[src/design/assert_macros.svh]
// Assertion helpers shared by the RTL; clk and rst_n must be in scope.
`ifndef ASSERT_MACROS_SVH
`define ASSERT_MACROS_SVH

// Property must hold at every clock edge outside reset.
`define RGES_ASSERT(lbl, prop) \
  lbl: assert property (@(posedge clk) disable iff (!rst_n) prop) \
    else $error("rges assertion failed");

// Condition must never be seen outside reset.
`define RGES_NEVER(lbl, cond) \
  lbl: assert property (@(posedge clk) disable iff (!rst_n) !(cond)) \
    else $error("rges illegal condition");

`endif

[src/design/rges_pkg.sv]
package rges_pkg;

  localparam int RGES_MAX_WIDTH  = 256;
  localparam int RGES_MAX_HEIGHT = 256;

  // Configuration register indexes
  typedef enum logic [2:0] {
    CFG_SOURCE_MODE    = 3'd0,
    CFG_STEP_GAIN      = 3'd1,
    CFG_CORNER_VOLTAGE = 3'd2,
    CFG_CORNER_DRIVE   = 3'd3,
    CFG_GRID_WIDTH     = 3'd4,
    CFG_GRID_HEIGHT    = 3'd5
  } rges_cfg_idx_t;

  // Corner rule codes
  localparam logic MODE_VOLTAGE = 1'b0;
  localparam logic MODE_CURRENT = 1'b1;

  // Classification of one queued beat
  typedef struct packed {
    logic wr;      // sample: update line stores
    logic emit;    // produces a result
    logic corner;
    logic le;
    logic re;
    logic te;
    logic be;
    logic last;
  } rges_flags_t;

  // Arithmetic settings used by the back end
  typedef struct packed {
    logic               source_mode;
    logic [15:0]        step_gain;
    logic signed [31:0] corner_voltage;
    logic signed [31:0] corner_drive;
  } rges_cfg_t;

endpackage

[src/design/rges_front.sv]
module rges_front import rges_pkg::*; #(
  parameter int CW = 8,
  parameter int WW = 9,
  parameter int RW = 9
) (
  input  logic               clk,
  input  logic               rst_n,
  input  logic               in_valid,
  output logic               in_ready,
  input  logic               in_req_type,
  input  logic signed [31:0] in_node_value,
  input  logic [WW-1:0]      w_eff,
  input  logic [RW-1:0]      h_eff,
  input  logic               full,
  output logic               push,
  output rges_flags_t        push_flags,
  output logic [CW-1:0]      push_col,
  output logic [7:0]         push_row,
  output logic [31:0]        push_val
);

  logic [CW-1:0] col_r;
  logic [RW-1:0] row_r;
  logic          done_r;

  logic          acc, drop, row_ge1, re, has_lower;
  logic [RW-1:0] oy;

  assign in_ready = !full;
  assign acc      = in_valid && !full;

  // Classify the beat against the current raster position
  always_comb begin
    drop      = in_req_type ? !done_r : done_r;
    row_ge1   = row_r != '0;
    oy        = row_ge1 ? row_r - RW'(1) : '0;
    re        = (WW'(col_r) + WW'(1)) >= w_eff;
    has_lower = !in_req_type && ((oy + RW'(1)) < h_eff);
    push_flags.wr     = !in_req_type;
    push_flags.emit   = in_req_type || row_ge1;
    push_flags.le     = col_r == '0;
    push_flags.re     = re;
    push_flags.te     = oy == '0;
    push_flags.be     = !has_lower;
    push_flags.corner = (push_flags.le || re) && (push_flags.te || !has_lower);
    push_flags.last   = re && done_r;
  end

  assign push     = acc && !drop;
  assign push_col = col_r;
  assign push_row = 8'(oy);
  assign push_val = in_node_value;

  // Raster position and flush phase
  always_ff @(posedge clk) begin
    if (!rst_n) begin
      col_r  <= '0;
      row_r  <= '0;
      done_r <= 1'b0;
    end else if (push) begin
      if (re) begin
        col_r <= '0;
        if (!done_r) begin
          row_r <= row_r + RW'(1);
          if ((row_r + RW'(1)) >= h_eff) done_r <= 1'b1;
        end else begin
          row_r  <= '0;
          done_r <= 1'b0;
        end
      end else begin
        col_r <= col_r + CW'(1);
      end
    end
  end

endmodule

[config.mk]
export PLATFORM = sky130hd
export DESIGN_NAME = rges_front
export DESIGN_NICKNAME = d
export VERILOG_FILES = /design/src/design/assert_macros.svh /design/src/design/rges_pkg.sv /design/src/design/rges_front.sv
export SDC_FILE = /design/constraint.sdc
export NUM_CORES = 1
export LEC_CHECK = 0
export BUFFER_PORTS_ARGS = -buffer_cell sky130_fd_sc_hd__buf_2
export CORE_ASPECT_RATIO = 2
export CORE_MARGIN = 4
export CORE_UTILIZATION = 25
export CTS_BUF_LIST = sky130_fd_sc_hd__clkbuf_4
export CTS_CLUSTER_DIAMETER = 120
export DETAILED_ROUTE_END_ITERATION = 7
export HOLD_SLACK_MARGIN = 0.06
export SYNTH_ARGS = -nofsm -noshare
export SYNTH_HDL_FRONTEND = slang
export SYNTH_SLANG_ARGS = --single-unit
[constraint.sdc]
create_clock -name clk -period 4.05 [get_ports clk]
set_input_delay 0.81 -clock clk [delete_from_list [all_inputs] [get_ports clk]]
set_output_delay 0.81 -clock clk [all_outputs]
set_load 0.02 [all_outputs]
==> impl_metrics.csv <==
group,metric,value,unit
grt,track_usage,11.83,%
place,place_hpwl,5376,µm
place,place_ws,-0.006736,ns
cells_and_area,fin_util,29.72,%
synth,avgSynthCellArea,7.487,µm²
die,rows,49,
synth,synth-async-reset-ratio,0,%
clocking,clock-sinks,18,
synth,syn-cell-area,2328,µm²
synth,yosysSeqAreaShare,15.48,%
min_path,hold_end,"push_col[1]",
synth,yosys_warnings,0,
setup_path,cp-end-kind,"output pin",
run_status,status,"finished, violations left",
routing,post_drt_wl_per_cell,14.19,µm
synth,syn_inst,311,
cells_and_area,design_area,2696,µm²
sta,min_period,4.280,ns
clocking,cts_root_buf,"clkbuf_4",
synth,synth_top_area_cell,"ha_1",
setup_path,r2r-end,"row_r[0]",
clocking,insertion_delay,0.30,ns
cells_and_area,nets,428,
setup_path,crit_fanout,4,
grt,grt_start_max_net_pins,17,
sta,rsz0062_at_grt,"true",
power,p_per_area,126.2,nW/µm²
grt,grt_pass1_vias,2290,
die,die_h,144.5,µm
die,initial_utilization,25.66,%
sta,setup_viol,2,
grt,antenna_found_initial,1,
synth,netlist.area_leader.share,17.73,%
routing,drtPass1Iterations,4,
run_status,violations,"setup timing",
clocking,clkTransAtPathRegs,0.12,ns
clocking,cts_tree,"built",
setup_path,reg2reg_slack,1.09,ns
grt,grt_overflow,0,
sta,fmax,233.6,MHz
synth,synth_fp_nets,399,
routing,viasPerCell,4.753,
sta,finClkSkew,0.006056,ns
setup_path,cp_data_required_time,3.24,ns
sta,setup_slack,-0.2304,ns
setup_path,critical_path_class,"reg2out",
sta,maxSlewViolCount,0,
sta,worst_pin_slew,0.4887,ns
synth,ys_types,45,
setup_path,startpoint_type,"flip-flop",
clocking,htree_levels,1,
die,io_pins,113,
place,gp_congestion,0.8104,
setup_path,crit_arrival,3.47,ns
routing,drtAntennaViolNets,0,
cells_and_area,drive_gt1_share,30.09,%
power,peakVddDrop,0.00008301,V
min_path,min-delay-start,"push_col[1]",
setup_path,reg2regPathDepth,11,
sta,slew_headroom,67.14,%
routing,drt_iter0_drc,29,
place,post_dp_cell_area,2577,µm²
min_path,min_path_type,"reg2reg",
synth,ys.flop_type,"dfxtp_1",
sta,period_share,105.7,%
sta,hold_violations,0,
run,max_cap_violations,0,
setup_path,rr_startpoint,"push_col[2]",
grt,grt_pass1_wl,10440,µm
routing,vias,2101,
synth,yosys-top-cells-area,"ha_1, dfxtp_1, buf_4, xor2_1, xnor2_1",
place,buffer_ports.inserted,48,
cells_and_area,area_delta_synth_final,15.80,%
routing,routed_wirelength,6272,µm
clocking,cts_made_buffers,3,
synth,synth_seq_cells,18,
synth,synth_edf_count,0,
min_path,holdPathStages,2,
clocking,cts_buffer_depth,2,
die,coreArea,9074,µm²
power,p_leak,1.369,nW
die,die_w,76.24,µm
die,die_area,11020,µm²
routing,route.detailed.drc,0,
-- layout by cell type, fill, tap and decap left out, types with 4 or more instances in the layout --
master and n:
a21oi_1 17, and3_1 5, buf_2 46, buf_4 22, dfxtp_1 16, ha_1 30, inv_1 29, nand2_1 20
nand2b_1 8, nand3_1 9, nand3b_1 4, nand4_1 5, nor2_1 26, o21ai_0 9, xnor2_1 14, xor2_1 15
-- worst max-delay path: stages (launching register included) --
cell and delay (ns):
dfxtp_4 0.40, inv_4 0.05, ha_4 0.14, or3b_4 0.25
nor3_4 0.04, or2_4 0.24, inv_4 0.06, ha_4 0.12
nand2_2 0.04, or4b_4 0.52, a21o_4 0.24, ha_4 0.20
a211o_1 0.26, a21oi_2 0.10, o21ai_1 0.08, o21ai_2 0.14
a31oi_2 0.11, buf_4 0.17
-- synth_stat cells (all sizes together) (2+ instances only) --
cell and number:
or3 3, or4b 2, nand3 9, o31ai 3, ha 33, nand2b 8
nand3b 4, buf 36, mux2i 3, nand4 5, or3b 2, a32o 2
o21ai 11, xor2 15, nor4 3, nor2 29, clkbuf 10, nor2b 3
or2 2, nand2 21, inv 31, mux2 3, a21oi 18, and3 5
xnor2 14, nor3 4, dfxtp 18
-- kinds of logic after synthesis --
logic type	after synthesis	synth area share, %
and+or+nand+nor	103	23.05
adders and majority gates	33	17.73
buffers and inverters	78	18.32
AOI/OAI and AO/OA	44	11.77
muxes	6	2.740
xor gates and xnor gates	29	10.91
DFF	18	15.48
-- flip-flops by register name, indices dropped and copies added (netlist names) --
register and cells:
done_r 1, row_r 9, push_col 8
-- routing by layer --
metal | track usage, % | vias up | wire length (µm)
met4 | 8.214 | 0 | 310
li1 | - | 1063 | -
met5 | 0 | - | 0
met2 | 24.97 | 64 | 3626
met3 | 1.060 | 34 | 288
met1 | 10.06 | 940 | 2046
-- repair_timing --
action | in CTS | in global routing
cloned | 0 | 0
resized for setup | 11 | 2
buffers inserted | 5 | 1
hold buffers | 0 | 0
setup endpoints to repair | 2 | 2
pin swaps | 7 | 3
-- how the worst max path moves through the flow --
stage	start	end	slack [ns]	cells after the start
global placement	row_r[0]	push_flags[5]	0.03	17
global route	row_r[0]	push_flags[5]	-0.41	17
floorplan	row_r[1]	push_flags[5]	0.009	17
CTS	row_r[0]	push_flags[5]	-0.30	17
finish	row_r[0]	push_flags[5]	-0.23	17
detailed placement	row_r[0]	push_flags[5]	-0.007	18
-- final cells by class --
| class | count | area [µm²] |
|---|---|---|
| flip-flops and latches | 18 | 365.4 |
| clock buffers | 3 | 22.52 |
| diodes | 1 | 2.502 |
| inverters | 32 | 125.1 |
| repair buffers | 70 | 417.9 |
| fillers | 1008 | 6377 |
| well taps | 102 | 127.6 |
| multi-input cells | 215 | 1632 |
| clock inverters | 1 | 3.754 |
-- per-stage QoR --
step | hold WS [ns] | TNS, ns | power, mW | instances
3_3_place_gp | 0.5823 | 0 | 0.2427 | 431
4_1_cts | 0.6059 | -0.5455 | 0.3497 | 440
6_report | 0.6023 | -0.4048 | 0.3402 | 442
2_1_floorplan | 0.4946 | 0 | 0.2627 | 311
5_1_grt | 0.6585 | -0.7733 | 0.3595 | 442
3_5_place_dp | 0.5923 | -0.006736 | 0.2440 | 431
-- power breakdown --
group	total (mW)	leakage, nW	internal (mW)	switching, mW
sequential	0.179	0.146	0.177	0.00149
clock	0.0998	0.0154	0.0359	0.0639
combinational	0.0619	1.21	0.0257	0.0362
Power figures use the tool's default switching activity.
