$ cat src/design/assert_macros.svh
// Assertion helpers shared by the RTL; clk and rst_n must be in scope.
`ifndef ASSERT_MACROS_SVH
`define ASSERT_MACROS_SVH

// Property must hold at every clock edge outside reset.
`define RGES_ASSERT(lbl, prop) \
  lbl: assert property (@(posedge clk) disable iff (!rst_n) prop) \
    else $error("rges assertion failed");

// Condition must never be seen outside reset.
`define RGES_NEVER(lbl, cond) \
  lbl: assert property (@(posedge clk) disable iff (!rst_n) !(cond)) \
    else $error("rges illegal condition");

`endif

$ cat src/design/rges_fifo.sv
module rges_fifo #(
  parameter int DW = 8
) (
  input  logic          clk,
  input  logic          rst_n,
  input  logic          push,
  input  logic [DW-1:0] push_data,
  output logic          full,
  input  logic          pop,
  output logic [DW-1:0] pop_data,
  output logic          empty
);

  logic [DW-1:0] mem_r [2];
  logic          wp_r, rp_r;
  logic [1:0]    cnt_r;

  assign full     = cnt_r == 2'd2;
  assign empty    = cnt_r == 2'd0;
  assign pop_data = mem_r[rp_r];

  always_ff @(posedge clk) begin
    if (push && !full) begin
      mem_r[wp_r] <= push_data;
    end
  end

  // Pointers and occupancy
  always_ff @(posedge clk) begin
    if (!rst_n) begin
      wp_r  <= 1'b0;
      rp_r  <= 1'b0;
      cnt_r <= 2'd0;
    end else begin
      if (push && !full) wp_r <= ~wp_r;
      if (pop && !empty) rp_r <= ~rp_r;
      cnt_r <= cnt_r + 2'(push && !full) - 2'(pop && !empty);
    end
  end

endmodule

$ cat config.mk
export PLATFORM = sky130hd
export DESIGN_NAME = rges_fifo
export DESIGN_NICKNAME = d
export VERILOG_FILES = /design/src/design/assert_macros.svh /design/src/design/rges_fifo.sv
export SDC_FILE = /design/constraint.sdc
export NUM_CORES = 1
export LEC_CHECK = 0
export BUFFER_PORTS_ARGS = -buffer_cell sky130_fd_sc_hd__buf_2
export CAP_MARGIN = 20
export CORE_MARGIN = 1.5
export CORE_UTILIZATION = 52
export CTS_CLUSTER_DIAMETER = 50
export DETAILED_ROUTE_END_ITERATION = 6
export GPL_ROUTABILITY_DRIVEN = 0
export PLACE_DENSITY = 0.79
export SYNTH_ARGS = -nofsm -noshare
export SYNTH_HDL_FRONTEND = slang
export SYNTH_SLANG_ARGS = --single-unit
export TNS_END_PERCENT = 1
$ cat constraint.sdc
create_clock -name clk -period 3.7 [get_ports clk]
set_input_delay 0.37 -clock clk [delete_from_list [all_inputs] [get_ports clk]]
set_output_delay 0.37 -clock clk [all_outputs]
set_load 0.005 [all_outputs]
==> results.cfg, run 1 <==
[outcome]
status = finished, final reports clean

[synth]
syn_avg_cell_area_um2 = 16.24
syn_nets = 64
synth.distinct_cells = 15
synthCells = 50
ys_ff_latch = 21
syn_area_um2 = 812.0
synth-seq-area-share_pct = 71.49
yosys_warnings = 0

[layout]
finalNetCount = 89
syn_to_final_growth_pct = 18.18
fill_cells = 108
drive_gt1_share_pct = 45.95
antenna_cells = 0

[sta]
fmax_ghz = 0.5772
skew_ps = 4.553
period_share_pct = 46.83
rsz0062_at_grt = false
worstMarginPinSlew_ps = 672.3
slew_violations = 0
setup_violations = 0
relSlewSlack_pct = 55.02
fin_crit_ps = 1733
hold_viol = 0
fin_tns_setup_ps = 0
fin_ws_ps = 1967
whs_ps = 249.3

[critical_path]
crit_path_max_incr_delay_ps = 560
crit_slowest_cell = dfxtp_1
crit_path_cell_trace = mux2_2, buf_2
path_buf_inv = 1
setup.worst_path.end_class = output port
critPathArrivalTime_ps = 1360
cp_top_family = flip-flops
worstPathMaxFanout = 8
required_ps = 3330
r2r-start = cnt_r[0]
worstSetupStartpointType = flop
worstSetupPathType = flop to output port

[floorplan]
die_height_um = 42.52
die_x_um = 42.52
std_cell_rows = 14
ios = 22
start_util_pct = 54.54
die_area_um2 = 1808
core_um2 = 1489

[detailed_routing]
first_iter_violations = 9
drtAntennaViolNets = 0
viasPerCell = 5.011
dr.pass1.iters = 4
wire_per_inst_um = 12.38
drt-total-wl_um = 1114
vias = 451
drc = 0

[worst_hold_path]
min_path_type = input port to flop
hp-start = push_data[7]

[power]
p_leak_nw = 0.3949
power.density_nw_per_um2 = 621.7
peakVddDrop_v = 0.0003089
power_mw = 0.5966

[global_route]
antenna_found_initial = 0
grt_start_max_net_pins = 13
track_usage_pct = 14.01
grt_first_pass_wirelength_um = 1759
grt_pass1_vias = 449
overflow = 0

[clock_network]
clock-root-buffer = clkbuf_4
cts_hold_buf = 0
cts_buffer_depth = 2
cts.repair.resized = 0
post-cts-setup-buffers = 0
htree_levels = 1
cts_sinks = 21
cts_tree = built
numCtsBuffers = 3
insertion_delay_ps = 300
path_clk_slew_ps = 110

[place]
hpwl_um = 830.2
post-place-ws_ps = 2020
port_buffers = 21

[job]
maxCapViolCount = 0
-- area by class of cell --
type / instances / area, µm² / area share (%)
clock inverters: 1 / 5.005 / 0.5215
flip-flops and latches: 21 / 580.6 / 60.50
repair buffers: 21 / 105.1 / 10.95
multi-input cells: 26 / 219.0 / 22.82
well taps: 16 / 20.02 / 2.086
clock buffers: 3 / 22.52 / 2.347
inverters: 2 / 7.507 / 0.7823
-- worst reg2reg max path, stage by stage, from the launching register on --
cell      delay (ps)
dfxtp_1          390
nand2b_1         170
nand2_1          120
ha_1             280
inv_1             30
ha_1             180
xnor2_1          130
xnor2_1          120
and2_1           160
-- layer usage --
layer	GRT usage, %	share of wire, %	vias to the layer above
li1	-	-	228
met1	13.04	38	201
met2	25.23	53	16
met3	6.034	6.6	6
met4	7.500	2.6	0
met5	0	0	-
-- through the flow --
stage | util [%] | instance area [µm²] | cells
after floorplan | - | 812.0 | 50
after global placement | 62.61 | 932.1 | 86
after detailed placement | 62.61 | 932.1 | 86
after CTS | 64.45 | 959.7 | 90
after global routing | 64.45 | 959.7 | 90
final | 64.45 | 959.7 | 90
-- cells by family (layout without fill, tap and decap cells) --
| family | Yosys count | after routing | synth area share (%) |
|---|---|---|---|
| AND/OR/NAND/NOR | 11 | 11 | 7.242 |
| AO/OA/AOI/OAI | 1 | 1 | 1.079 |
| multiplexers | 9 | 9 | 12.33 |
| adder cells (fa/ha/maj) | 2 | 2 | 3.081 |
| XOR/XNOR | 3 | 3 | 3.236 |
| flip-flops | 21 | 21 | 71.50 |
| buffers and inverters | 3 | 27 | 1.541 |
-- registers in the layout, indices dropped and copies added, names as in the netlist, named ones only --
| name | flops |
|---|---|
| mem_r | 16 |
| cnt_r | 2 |
| rp_r | 1 |
| wp_r | 1 |
-- final timing paths --
path                 endpoint  slack, ps  depth (start not counted)
setup reg to reg     cnt_r[1]       2020                          8
setup / recovery  pop_data[5]       1970                          2
hold reg to reg          wp_r        500                          2
hold / removal    mem_r[0][7]        250                          1
-- cell usage in the layout, fill, tap and decap left out --
| cell | synthesis | final |
|---|---|---|
| and2_1 | 2 | 2 |
| and3_1 | 1 | 1 |
| buf_2 | 1 | 21 |
| clkbuf_4 | 0 | 3 |
| clkinv_2 | 0 | 1 |
| dfxtp_1 | 5 | 5 |
| edfxtp_1 | 16 | 16 |
| ha_1 | 2 | 2 |
| inv_1 | 2 | 2 |
| mux2_2 | 8 | 8 |
| mux2i_1 | 1 | 1 |
| nand2_1 | 2 | 2 |
| nand2b_1 | 2 | 2 |
| nor2_1 | 2 | 2 |
| nor2b_1 | 2 | 2 |
| o21a_2 | 1 | 1 |
| xnor2_1 | 3 | 3 |
-- cells in the mapped netlist --
| master | number | area, µm² |
|---|---|---|
| inv_1 | 2 | 7.510 |
| nor2b_1 | 2 | 12.51 |
| and3_1 | 1 | 6.260 |
| buf_2 | 1 | 5.000 |
| mux2_2 | 8 | 90.09 |
| dfxtp_1 | 5 | 100.1 |
| edfxtp_1 | 16 | 480.5 |
| o21a_2 | 1 | 8.760 |
| nand2_1 | 2 | 7.510 |
| xnor2_1 | 3 | 26.28 |
| mux2i_1 | 1 | 10.01 |
| ha_1 | 2 | 25.02 |
| and2_1 | 2 | 12.51 |
| nor2_1 | 2 | 7.510 |
| nand2b_1 | 2 | 12.51 |
-- where the power goes --
part / switching (mW) / total, mW / internal (mW) / leakage (nW)
Sequential: 0.0286 / 0.329 / 0.300 / 0.191
Combinational: 0.0689 / 0.163 / 0.0938 / 0.186
Clock: 0.0649 / 0.105 / 0.0403 / 0.0177
(Power assumes the default switching activity.)
==> run 2: changes to the inputs <==
--- a/config.mk
+++ b/config.mk
@@ -8,11 +8,11 @@
 export BUFFER_PORTS_ARGS = -buffer_cell sky130_fd_sc_hd__buf_2
 export CAP_MARGIN = 20
 export CORE_MARGIN = 1.5
-export CORE_UTILIZATION = 52
+export CORE_UTILIZATION = 44
 export CTS_CLUSTER_DIAMETER = 50
 export DETAILED_ROUTE_END_ITERATION = 6
 export GPL_ROUTABILITY_DRIVEN = 0
-export PLACE_DENSITY = 0.79
+export PLACE_DENSITY = 0.71
 export SYNTH_ARGS = -nofsm -noshare
 export SYNTH_HDL_FRONTEND = slang
 export SYNTH_SLANG_ARGS = --single-unit
==> constraint.sdc (replaced) <==
create_clock -name clk -period 1.4 [get_ports clk]
set_input_delay 0.14 -clock clk [delete_from_list [all_inputs] [get_ports clk]]
set_output_delay 0.14 -clock clk [all_outputs]
set_load 0.005 [all_outputs]
==> run 2 against run 1 <==
Non-clock buffer count increased by 7. The run now ends with setup timing left. Combinational power increased to 3.9 times the previous value. Final area increased by 13%. Power increased to 3.0 times the previous value. Global-route usage decreased by 1.6 points. Largest power group unchanged. Register-to-register slack got worse by 2100 ps. First-iteration DRC count decreased by 100%. Flip-flop and latch count unchanged.
==> results.cfg, run 2 (same netlist as run 1, synthesis figures left out) <==
[outcome]
status = finished with violations
violations = setup timing

[layout]
antenna_cells = 0
final_cell_mix = 21 x buf_2, 16 x edfxtp_1, 8 x mux2_2, 7 x buf_4, 3 x clkbuf_4
layout_commonest_cell = buf_2
multiInputGateArea_um2 = 274.0
reg.largest.list = mem_r x16, cnt_r x2
fill_cells = 146
largest_reg_flops = 16
largest_register = mem_r
finalInstanceArea_um2 = 1086
drive_gt1_share_pct = 61.73
syn_to_final_growth_pct = 33.74
seqCellArea_um2 = 589.3
finalNetCount = 96

[worst_hold_path]
min_to = mem_r[0][5]
whs_path_depth = 1
min_path_type = input port to flop
hp-start = push_data[5]

[global_route]
track_usage_pct = 12.42
grt_pass1_vias = 441
grt_first_pass_wirelength_um = 1787
antenna_found_initial = 0
overflow = 0
grt_start_max_net_pins = 12

[power]
clkPwrFrac_pct = 15.2
power_mw = 1.796
p_seq_share_pct = 49.2
swShare_pct = 26.96
peakVddDrop_v = 0.0009776
p_int_mw = 1.312
p_sw_mw = 0.4843
power.density_nw_per_um2 = 1654
p_leak_nw = 0.4345
power_frac_comb_pct = 35.6

[critical_path]
r2r-start = cnt_r[1]
ff2ff_setup_slack_ps = -100
reg2reg_to = cnt_r[1]
crit_path_max_incr_delay_ps = 370
worst_path_most_repeated_cell = ha_4
worstSetupPathType = flop to flop
r2r_cells = 7
worstPathMaxFanout = 3
setup.worst_path.end_class = flop
crit_path_cell_trace = o21a_4, ha_4, inv_2, ha_4, xnor2_2, xnor2_1, and2_1
critPathArrivalTime_ps = 1690
crit_slowest_cell = dfxtp_4
required_ps = 1590
worstSetupStartpointType = flop

[detailed_routing]
dr.pass1.iters = 1
viasPerCell = 4.528
first_iter_violations = 0
wire_per_inst_um = 11.58
drtAntennaViolNets = 0
vias = 480
drc = 0
drt-total-wl_um = 1228

[clock_network]
clock-root-buffer = clkbuf_4
numCtsBuffers = 3
cts_buffer_depth = 2
cts_hold_buf = 0
insertion_delay_ps = 280
path_clk_slew_ps = 110
cts_sinks = 21
cts_tree = built
htree_levels = 1

[floorplan]
core_um2 = 1727
die_area_um2 = 2112
die_height_um = 45.96
die_x_um = 45.96
std_cell_rows = 15
start_util_pct = 47.03
ios = 22

[sta]
slew_violations = 0
setup_violations = 1
fin_crit_ps = 1504
fmax_ghz = 0.6650
skew_ps = 2.009
relSlewSlack_pct = 86.42
fin_ws_ps = -103.8
hold_viol = 0
rsz0062_at_grt = true
period_share_pct = 107.4
worstMarginPinSlew_ps = 203.8

[place]
placed_area_um2 = 1037
port_buffers = 21

[job]
maxCapViolCount = 0
run 2: cell types whose count changed in the layout (fill, tap and decap cells not counted), moves of 2 or more:
cell / delta
buf_4: +7
dfxtp_1: -3
dfxtp_4: +2
ha_1: -2
ha_4: +2
run 2: metrics by stage:
step	utilization, %	worst slack, ps	TNS, ps	hold slack, ps	cells
floorplan	-	-69.56	-69.56	238.9	50
global placement	60.07	-61.91	-61.91	328.8	101
detailed placement	60.07	-96.84	-96.84	332.1	101
CTS	61.67	-111.7	-111.7	26.03	105
global route	62.90	-140.3	-140.3	11.66	106
finish	62.90	-103.8	-103.8	32.12	106
run 2: worst max path at each step:
stage             start        to  slack (ps)  depth (start not counted)
6_report       cnt_r[1]  cnt_r[1]        -100                          7
5_1_grt        cnt_r[1]  cnt_r[1]        -140                          7
4_1_cts        cnt_r[1]  cnt_r[1]        -110                          7
3_5_place_dp   cnt_r[1]  cnt_r[1]        -100                          7
3_3_place_gp   cnt_r[1]  cnt_r[1]         -60                          7
2_1_floorplan  cnt_r[1]  cnt_r[1]         -70                          7
run 2: per-layer routing:
metal  GRT usage, %  vias to the layer above  wire length (µm)  share of wire, %
met5              0                        -                 0                 0
met4          5.143                        0                10              0.81
met3          4.365                        2                91               7.4
met2          21.67                       13               643                52
met1          13.45                      226               482                39
li1               -                      239                 -                 -
run 2: final cells by class:
| class | count | area share (%) |
|---|---|---|
| multi-input combinational | 26 | 25.23 |
| clock buffer | 4 | 2.419 |
| timing repair buffer | 28 | 14.52 |
| tap | 25 | 2.880 |
| inverter | 2 | 0.6912 |
| sequential | 21 | 54.26 |
run 2: what timing repair did:
action / CTS / global route
cloned: 0 / 0
gates resized for setup: 1 / 3
setup endpoints to repair: 9 / 13
pin swaps: 0 / 4
buffers inserted: 0 / 1
run 2: power groups by stage:
stage	sequential, mW	combinational (mW)	clock (mW)
3_5_place_dp	0.896	0.609	0
2_1_floorplan	0.863	0.394	0
3_3_place_gp	0.890	0.592	0
4_1_cts	0.885	0.610	0.285
6_report	0.884	0.639	0.272
5_1_grt	0.902	0.701	0.310
run 2: critical path: cells and delay by family (launching register included):
kind / cells / cell delay [ps]
flops: 1 / 370
xor+xnor: 2 / 230
compound gates: 1 / 220
fa+ha+maj: 2 / 400
simple gates: 1 / 130
buf+inv: 1 / 40
